[src/rtl/fdes_pkg.sv]
package fdes_pkg;

   localparam int Depth      = 64;
   localparam int DataWidth  = 32;
   localparam int AddrWidth  = $clog2(Depth);
   localparam int CountWidth = $clog2(Depth + 1);

   // operation codes
   localparam logic [1:0] MODE_PUSH = 2'd0;
   localparam logic [1:0] MODE_POP  = 2'd1;
   localparam logic [1:0] MODE_FLIP = 2'd2;

   // status codes
   localparam logic [1:0] ST_OK    = 2'd0;
   localparam logic [1:0] ST_EMPTY = 2'd1;
   localparam logic [1:0] ST_FULL  = 2'd2;

   typedef struct packed {
      logic [1:0]           mode;
      logic [DataWidth-1:0] push_value;
   } req_type;

   typedef struct packed {
      logic [DataWidth-1:0]  popped_value;
      logic [1:0]            status;
      logic [CountWidth-1:0] item_count;
      logic                  is_flipped;
      logic                  store_empty;
      logic                  store_full;
   } rsp_type;

   // result of one operation, waiting for the memory read
   typedef struct packed {
      logic                  pop_ok;
      logic [1:0]            status;
      logic [CountWidth-1:0] item_count;
      logic                  is_flipped;
      logic                  store_empty;
      logic                  store_full;
   } stage_type;

   typedef struct packed {
      logic                 wr_en;
      logic                 rd_en;
      logic [AddrWidth-1:0] addr;
      logic [DataWidth-1:0] wr_data;
   } mem_req_type;

endpackage

[src/rtl/flippable_double_ended_stack.sv]
// flippable double-ended stack: two stacks share one 64-entry store, the front
// stack growing up from entry 0 and the back stack growing down from the top
//
// req channel: req_valid / req_stall / req_data carry one item (mode, push_value);
//   mode push stores at the active end, pop removes its top, flip swaps ends
// rsp channel: rsp_valid / rsp_stall / rsp_data return exactly one item per
//   request, in order: popped value, status, count and the end/empty/full flags
//
// timing: the pointer update and the memory access happen at the edge that accepts an
//   item; its status waits in the memory stage, and the memory's registered read data
//   is folded into the output register once that register is free, from which rsp
//   presents the item
// throughput: one item per cycle while rsp_stall is low, set by the single port of the
//   element memory (each item does at most one read or one write)
//
// when rsp_stall holds, the output register keeps its item and one more item
//   waits in the memory stage; after that req_stall rises until rsp drains
// reset clears the pointers, the count and the flip flag and drops every item
//   in flight; the element memory keeps its contents and is never cleared
module flippable_double_ended_stack (
   input  logic              clock,
   input  logic              reset,
   input  logic              req_valid,
   output logic              req_stall,
   input  fdes_pkg::req_type req_data,
   output logic              rsp_valid,
   input  logic              rsp_stall,
   output fdes_pkg::rsp_type rsp_data
);

   // handshake control
   logic accept;
   logic out_free;
   logic s1_move;

   // memory stage
   logic                           s1_valid_ff, s1_valid_in;
   fdes_pkg::stage_type            s1_ff;
   fdes_pkg::stage_type            stage;
   fdes_pkg::mem_req_type          mem_req;
   logic [fdes_pkg::DataWidth-1:0] rd_data;

   // output register
   logic              out_valid_ff, out_valid_in;
   fdes_pkg::rsp_type out_ff, out_in;

   assign out_free  = !out_valid_ff || !rsp_stall;
   assign s1_move   = s1_valid_ff && out_free;
   assign req_stall = s1_valid_ff && !out_free;
   assign accept    = req_valid && !req_stall;

   fdes_ptr u_ptr (
      .clock   (clock),
      .reset   (reset),
      .accept  (accept),
      .req     (req_data),
      .mem_req (mem_req),
      .stage   (stage)
   );

   fdes_mem u_mem (
      .clock   (clock),
      .mem_req (mem_req),
      .rd_data (rd_data)
   );

   // memory stage holds the status until the read data is back
   always_comb begin
      if (accept) begin
         s1_valid_in = 1'b1;
      end else if (s1_move) begin
         s1_valid_in = 1'b0;
      end else begin
         s1_valid_in = s1_valid_ff;
      end
   end

   always_ff @(posedge clock) begin
      if (reset) begin
         s1_valid_ff <= 1'b0;
      end else begin
         s1_valid_ff <= s1_valid_in;
      end
   end

   always_ff @(posedge clock) begin
      if (accept) begin
         s1_ff <= stage;
      end
   end

   // popped value is zero unless the pop succeeded
   always_comb begin
      out_in.popped_value = s1_ff.pop_ok ? rd_data : '0;
      out_in.status       = s1_ff.status;
      out_in.item_count   = s1_ff.item_count;
      out_in.is_flipped   = s1_ff.is_flipped;
      out_in.store_empty  = s1_ff.store_empty;
      out_in.store_full   = s1_ff.store_full;
   end

   always_comb begin
      if (s1_move) begin
         out_valid_in = 1'b1;
      end else if (out_valid_ff && !rsp_stall) begin
         out_valid_in = 1'b0;
      end else begin
         out_valid_in = out_valid_ff;
      end
   end

   always_ff @(posedge clock) begin
      if (reset) begin
         out_valid_ff <= 1'b0;
      end else begin
         out_valid_ff <= out_valid_in;
      end
   end

   always_ff @(posedge clock) begin
      if (s1_move) begin
         out_ff <= out_in;
      end
   end

   assign rsp_valid = out_valid_ff;
   assign rsp_data  = out_ff;

   // a failed operation never returns data
   a_no_data_on_error: assert property (@(posedge clock) disable iff (reset)
      rsp_valid && (rsp_data.status != fdes_pkg::ST_OK) |-> rsp_data.popped_value == '0)
      else $error("data returned with error status");

   // full flag agrees with the count
   a_full_matches_count: assert property (@(posedge clock) disable iff (reset)
      rsp_valid |-> rsp_data.store_full ==
         (rsp_data.item_count == fdes_pkg::CountWidth'(fdes_pkg::Depth)))
      else $error("full flag disagrees with count");

   // a blocked memory stage keeps its item
   a_stage_held: assert property (@(posedge clock) disable iff (reset)
      s1_valid_ff && !out_free |=> s1_valid_ff && $stable(s1_ff))
      else $error("memory stage lost an item");

   // memory is never read and written in the same cycle
   a_one_access: assert property (@(posedge clock) disable iff (reset)
      !(mem_req.wr_en && mem_req.rd_en))
      else $error("memory read and write together");

endmodule

[src/rtl/fdes_mem.sv]
module fdes_mem (
   input  logic                           clock,
   input  fdes_pkg::mem_req_type          mem_req,
   output logic [fdes_pkg::DataWidth-1:0] rd_data
);

   logic [fdes_pkg::DataWidth-1:0] mem [fdes_pkg::Depth];
   logic [fdes_pkg::DataWidth-1:0] rd_data_ff;

   always_ff @(posedge clock) begin
      if (mem_req.wr_en) begin
         mem[mem_req.addr] <= mem_req.wr_data;
      end
   end

   // read data holds until the next read
   always_ff @(posedge clock) begin
      if (mem_req.rd_en) begin
         rd_data_ff <= mem[mem_req.addr];
      end
   end

   assign rd_data = rd_data_ff;

endmodule

[src/rtl/fdes_ptr.sv]
module fdes_ptr (
   input  logic                  clock,
   input  logic                  reset,
   input  logic                  accept,
   input  fdes_pkg::req_type     req,
   output fdes_pkg::mem_req_type mem_req,
   output fdes_pkg::stage_type   stage
);

   localparam int CW = fdes_pkg::CountWidth;
   localparam int AW = fdes_pkg::AddrWidth;

   logic [CW-1:0] front_ff, front_in;
   logic [CW-1:0] back_ff, back_in;
   logic [CW-1:0] count_ff, count_in;
   logic          flip_ff, flip_in;

   logic          full_now;
   logic [CW-1:0] front_pop_slot;
   logic [CW-1:0] back_push_slot;
   logic [CW-1:0] back_pop_slot;
   logic [1:0]    status;
   logic          pop_ok;

   assign full_now       = (count_ff == CW'(fdes_pkg::Depth));
   assign front_pop_slot = front_ff - CW'(1);
   assign back_push_slot = CW'(fdes_pkg::Depth - 1) - back_ff;
   assign back_pop_slot  = CW'(fdes_pkg::Depth) - back_ff;

   always_comb begin
      front_in        = front_ff;
      back_in         = back_ff;
      count_in        = count_ff;
      flip_in         = flip_ff;
      status          = fdes_pkg::ST_OK;
      pop_ok          = 1'b0;
      mem_req.wr_en   = 1'b0;
      mem_req.rd_en   = 1'b0;
      mem_req.addr    = front_ff[AW-1:0];
      mem_req.wr_data = req.push_value;
      case (req.mode)
         fdes_pkg::MODE_PUSH: begin
            if (full_now) begin
               status = fdes_pkg::ST_FULL;
            end else if (!flip_ff) begin
               mem_req.addr  = front_ff[AW-1:0];
               mem_req.wr_en = accept;
               front_in      = front_ff + CW'(1);
               count_in      = count_ff + CW'(1);
            end else begin
               mem_req.addr  = back_push_slot[AW-1:0];
               mem_req.wr_en = accept;
               back_in       = back_ff + CW'(1);
               count_in      = count_ff + CW'(1);
            end
         end
         fdes_pkg::MODE_POP: begin
            if (!flip_ff) begin
               if (front_ff == '0) begin
                  status = fdes_pkg::ST_EMPTY;
               end else begin
                  mem_req.addr  = front_pop_slot[AW-1:0];
                  mem_req.rd_en = accept;
                  pop_ok        = 1'b1;
                  front_in      = front_pop_slot;
                  count_in      = count_ff - CW'(1);
               end
            end else begin
               if (back_ff == '0) begin
                  status = fdes_pkg::ST_EMPTY;
               end else begin
                  mem_req.addr  = back_pop_slot[AW-1:0];
                  mem_req.rd_en = accept;
                  pop_ok        = 1'b1;
                  back_in       = back_ff - CW'(1);
                  count_in      = count_ff - CW'(1);
               end
            end
         end
         fdes_pkg::MODE_FLIP: begin
            flip_in = ~flip_ff;
         end
         default: begin
         end
      endcase
   end

   always_ff @(posedge clock) begin
      if (reset) begin
         front_ff <= '0;
         back_ff  <= '0;
         count_ff <= '0;
         flip_ff  <= 1'b0;
      end else if (accept) begin
         front_ff <= front_in;
         back_ff  <= back_in;
         count_ff <= count_in;
         flip_ff  <= flip_in;
      end
   end

   assign stage.pop_ok      = pop_ok;
   assign stage.status      = status;
   assign stage.item_count  = count_in;
   assign stage.is_flipped  = flip_in;
   assign stage.store_empty = (count_in == '0);
   assign stage.store_full  = (count_in == CW'(fdes_pkg::Depth));

endmodule

[config.mk]
export PLATFORM = sky130hd
export DESIGN_NAME = flippable_double_ended_stack
export DESIGN_NICKNAME = d
export VERILOG_FILES = /design/src/rtl/fdes_pkg.sv /design/src/rtl/flippable_double_ended_stack.sv /design/src/rtl/fdes_mem.sv /design/src/rtl/fdes_ptr.sv
export SDC_FILE = /design/constraint.sdc
export NUM_CORES = 2
export LEC_CHECK = 0
export ABC_AREA = 1
export BUFFER_PORTS_ARGS = -buffer_cell sky130_fd_sc_hd__buf_2
export CORE_UTILIZATION = 35
export CTS_BUF_LIST = sky130_fd_sc_hd__clkbuf_8
export DETAILED_ROUTE_END_ITERATION = 10
export GPL_TIMING_DRIVEN = 1
export PLACE_DENSITY = 0.53
export SETUP_SLACK_MARGIN = 0.4
export SYNTH_ARGS = -nofsm -noshare
export SYNTH_HDL_FRONTEND = slang
export SYNTH_HIERARCHICAL = 1
export SYNTH_SLANG_ARGS = --single-unit
[constraint.sdc]
create_clock -name clock -period 6.3 [get_ports clock]
set_input_delay 0.315 -clock clock [delete_from_list [all_inputs] [get_ports clock]]
set_output_delay 0.315 -clock clock [all_outputs]
set_load 0.1 [all_outputs]
==> reports/qor.yml <==
place_congestion: 0.841
crit_buf_inv: 5
cp.arrival_ns: 6.11
grt_max_degree: 132
hpwlAfterDp_um: 159000
crit_slowest_cell: "nor2_1"
slowest_delay_ns: 0.83
endpoint: "u_mem/rd_data[12]"
grt_pass1_wl_um: 417000
cap_violations: 0
worstReg2RegStart: "u_ptr/front_ff[0]"
async_flop_share_pct: 0
drc: 0
required_ns: 7.07
syn_area_sq_um: 91800
start_util_pct: 35.3
clock_sinks: 2161
max-clock-path-buffers: 4
crit_path_max_fanout: 96
path_delay_family: "simple AND/OR/NAND/NOR gates"
final_common_cell: "nand2_1"
clockPowerShare_pct: 36.3
rows: 187
yosys.area.top_type: "edfxtp_1"
cp_num_cells: 22
root_buffer: "clkbuf_8"
antenna_found_initial: 15
grt_pass1_vias: 60900
fmax_mhz: 187
design_area_sq_um: 104000
rsz0062_at_grt: "false"
final_cells: 13000
finalSetupTns_ns: 0
post_cts_buffers: 0
io_pins: 84
mostFrequentLayoutCells: "nand2_1, edfxtp_1, clkbuf_8"
drt_wl_total_um: 286000
crit_type: "register to register"
grt_use_total_pct: 21.3
p_comb_share_pct: 14.1
ant_nets: 0
worst-r2r-setup-slack_ns: 0.95
htreeDepth: 5
cp-start-kind: "register"
drtIter0Drc: 6783
wl_per_cell_um: 21.9
hp-class: "primary input to register"
avgSynthCellArea_sq_um: 10.2
ys_warn_count: 6
max-vdd-ir-drop_mv: 0.220
syn_inst: 9018
skew_ns: 0.0872
via_count: 63700
path_common_cell: "nand2_1"
synth_top_area_share_pct: 69.9
synth-seq-cells: 2161
r2r-end: "u_mem/rd_data[12]"
r2r_cells: 22
layout-drive-gt1-share_pct: 9.47
yosysSeqAreaShare_pct: 70.5
power_frac_seq_pct: 49.6
slew_viol_final: 0
area_growth_pct: 13.3
fin_total_pwr_mw: 32.2
tritoncts: "built"
hold-worst-slack_ns: 0.141
synthTopCellsByArea: "edfxtp_1, nand2_1, buf_2"
cp_cell_sequence: "inv_1 -> ha_1 -> inv_2 -> nor2_2 -> nand3_2 -> nand2_1 -> nand3_2 -> inv_1 -> o21ai_0 -> nand3_4 -> buf_12 -> buf_12 -> nand2_1 -> nand2_1 -> nand2_1 -> nand2_1 -> nand2_1 -> nand2_1 -> nand2_1 -> nand2_1 -> nor2_1 -> nand2_1"
nNetsFinal: 9314
core-area_sq_um: 260000
place_area_sq_um: 96900
dieWidth_um: 514
ys.flop_type: "edfxtp_1"
place_inst: 12300
io_buffers: 83
synth-edff-count: 2137
viasPerCell: 4.88
critPathCaptureType: "register"
p_int_mw: 22.9
clk_latency_ns: 1.09
finalSetupViolations: 0
p_per_area_nw_per_um2: 310
post-route-period-util_pct: 84.9
hold_depth: 2
worst_pin_slew_ns: 1.10
outcome: "finished, final reports clean"
p_leak_nw: 43.2
crit_start: "u_ptr/front_ff[0]"
clkSlewWorstSetupHoldPaths_ns: 0.06
synth_fp_nets: 9067
grt_overflow: 0
firstDrtPassIters: 6
die_h_um: 514
switching_share_pct: 28.7
switchingPower_mw: 9.25
relSlewSlack_pct: 26.3
hold_violations: 0
die_area_sq_um: 264000
fin_crit_ns: 5.35
yosysUniqueCellTypes: 43
cts_buffers: 385
-- worst reg2reg max path: stages, from the launching register on --
cell	delay, ns
dfxtp_1	0.43
inv_1	0.13
ha_1	0.26
inv_2	0.09
nor2_2	0.05
nand3_2	0.22
nand2_1	0.16
nand3_2	0.13
inv_1	0.07
o21ai_0	0.30
nand3_4	0.55
buf_12	0.47
buf_12	0.52
nand2_1	0.14
nand2_1	0.05
nand2_1	0.05
nand2_1	0.07
nand2_1	0.06
nand2_1	0.11
nand2_1	0.08
nand2_1	0.14
nor2_1	0.84
nand2_1	0.12
-- cell usage after synthesis, drive strengths merged (5+ instances only) --
| master | n |
|---|---|
| or2 | 7 |
| edfxtp | 2137 |
| dfxtp | 24 |
| nand4 | 11 |
| buf | 334 |
| o211ai | 10 |
| nor2 | 193 |
| a31oi | 5 |
| a21oi | 38 |
| nand2 | 5862 |
| o21ai | 34 |
| ha | 10 |
| nand3 | 64 |
| inv | 117 |
| xor2 | 9 |
| nor3 | 11 |
| clkbuf | 139 |
-- flip-flops by register name, indices dropped and copies added (netlist names) --
name            flops
u_mem/mem        2048
rsp_data           44
u_mem/rd_data      32
out_in             12
u_ptr/back_ff       7
u_ptr/count_ff      7
u_ptr/front_ff      7
rsp_valid           1
s1_ff               1
s1_valid_ff         1
u_ptr/flip_ff       1
-- what timing repair did --
action | 4_1_cts | 5_1_grt
hold endpoints to repair | 1092 | 0
gates resized for setup | 0 | 0
hold buffers | 41 | 0
-- worst min path at each step --
stage,end,startpoint
final,u_mem/mem[32][25],req_data[25]
after global placement,rsp_data[0],out_in[0]
after global routing,u_mem/mem[38][25],req_data[25]
after floorplan,rsp_valid,reset
after CTS,u_mem/mem[38][25],req_data[25]
after detailed placement,rsp_data[1],out_in[1]
-- kinds of logic (layout without fill, tap and decap cells) --
group	Yosys count	in the layout	synth area share (%)
other cells	0	8	0
buf+inv	590	1111	3.06
compound gates	95	95	0.581
flops	2161	2161	70.5
xor+xnor	11	11	0.105
fa+ha+maj	11	11	0.158
simple gates	6150	6150	25.6
-- power by group through the flow --
stage	combinational [mW]	clock [mW]	sequential (mW)
after floorplan	2.88	0	16.3
after global routing	5.03	12.5	16.0
after CTS	4.54	12.0	16.0
after detailed placement	4.50	0	16.3
after global placement	4.50	0	16.3
final	4.55	11.7	16.0
-- per-layer routing --
metal	GRT usage, %	part of all wire [%]	up-vias
met2	33.8	46	2311
met5	0	0	-
li1	-	-	29700
met1	30.6	45	31300
met3	2.86	7.0	399
met4	5.80	2.4	0
-- metrics by stage --
| stage | utilization, % | worst slack [ns] |
|---|---|---|
| 5_1_grt | 39.9 | 0.728 |
| 4_1_cts | 39.9 | 1.19 |
| 3_5_place_dp | 37.2 | 1.21 |
| 3_3_place_gp | 37.2 | 1.24 |
| 2_1_floorplan | - | 0.309 |
| 6_report | 39.9 | 0.954 |
-- area by class of cell --
class,instances,area (sq um)
clock inverter,272,1280
antenna,8,20.0
tap,3496,4370
sequential,2161,64700
fill,25600,156000
timing repair buffer,333,2880
multi-input combinational,6267,24900
inverter,117,467
clock buffer,389,5350
(Power assumes the default switching activity.)
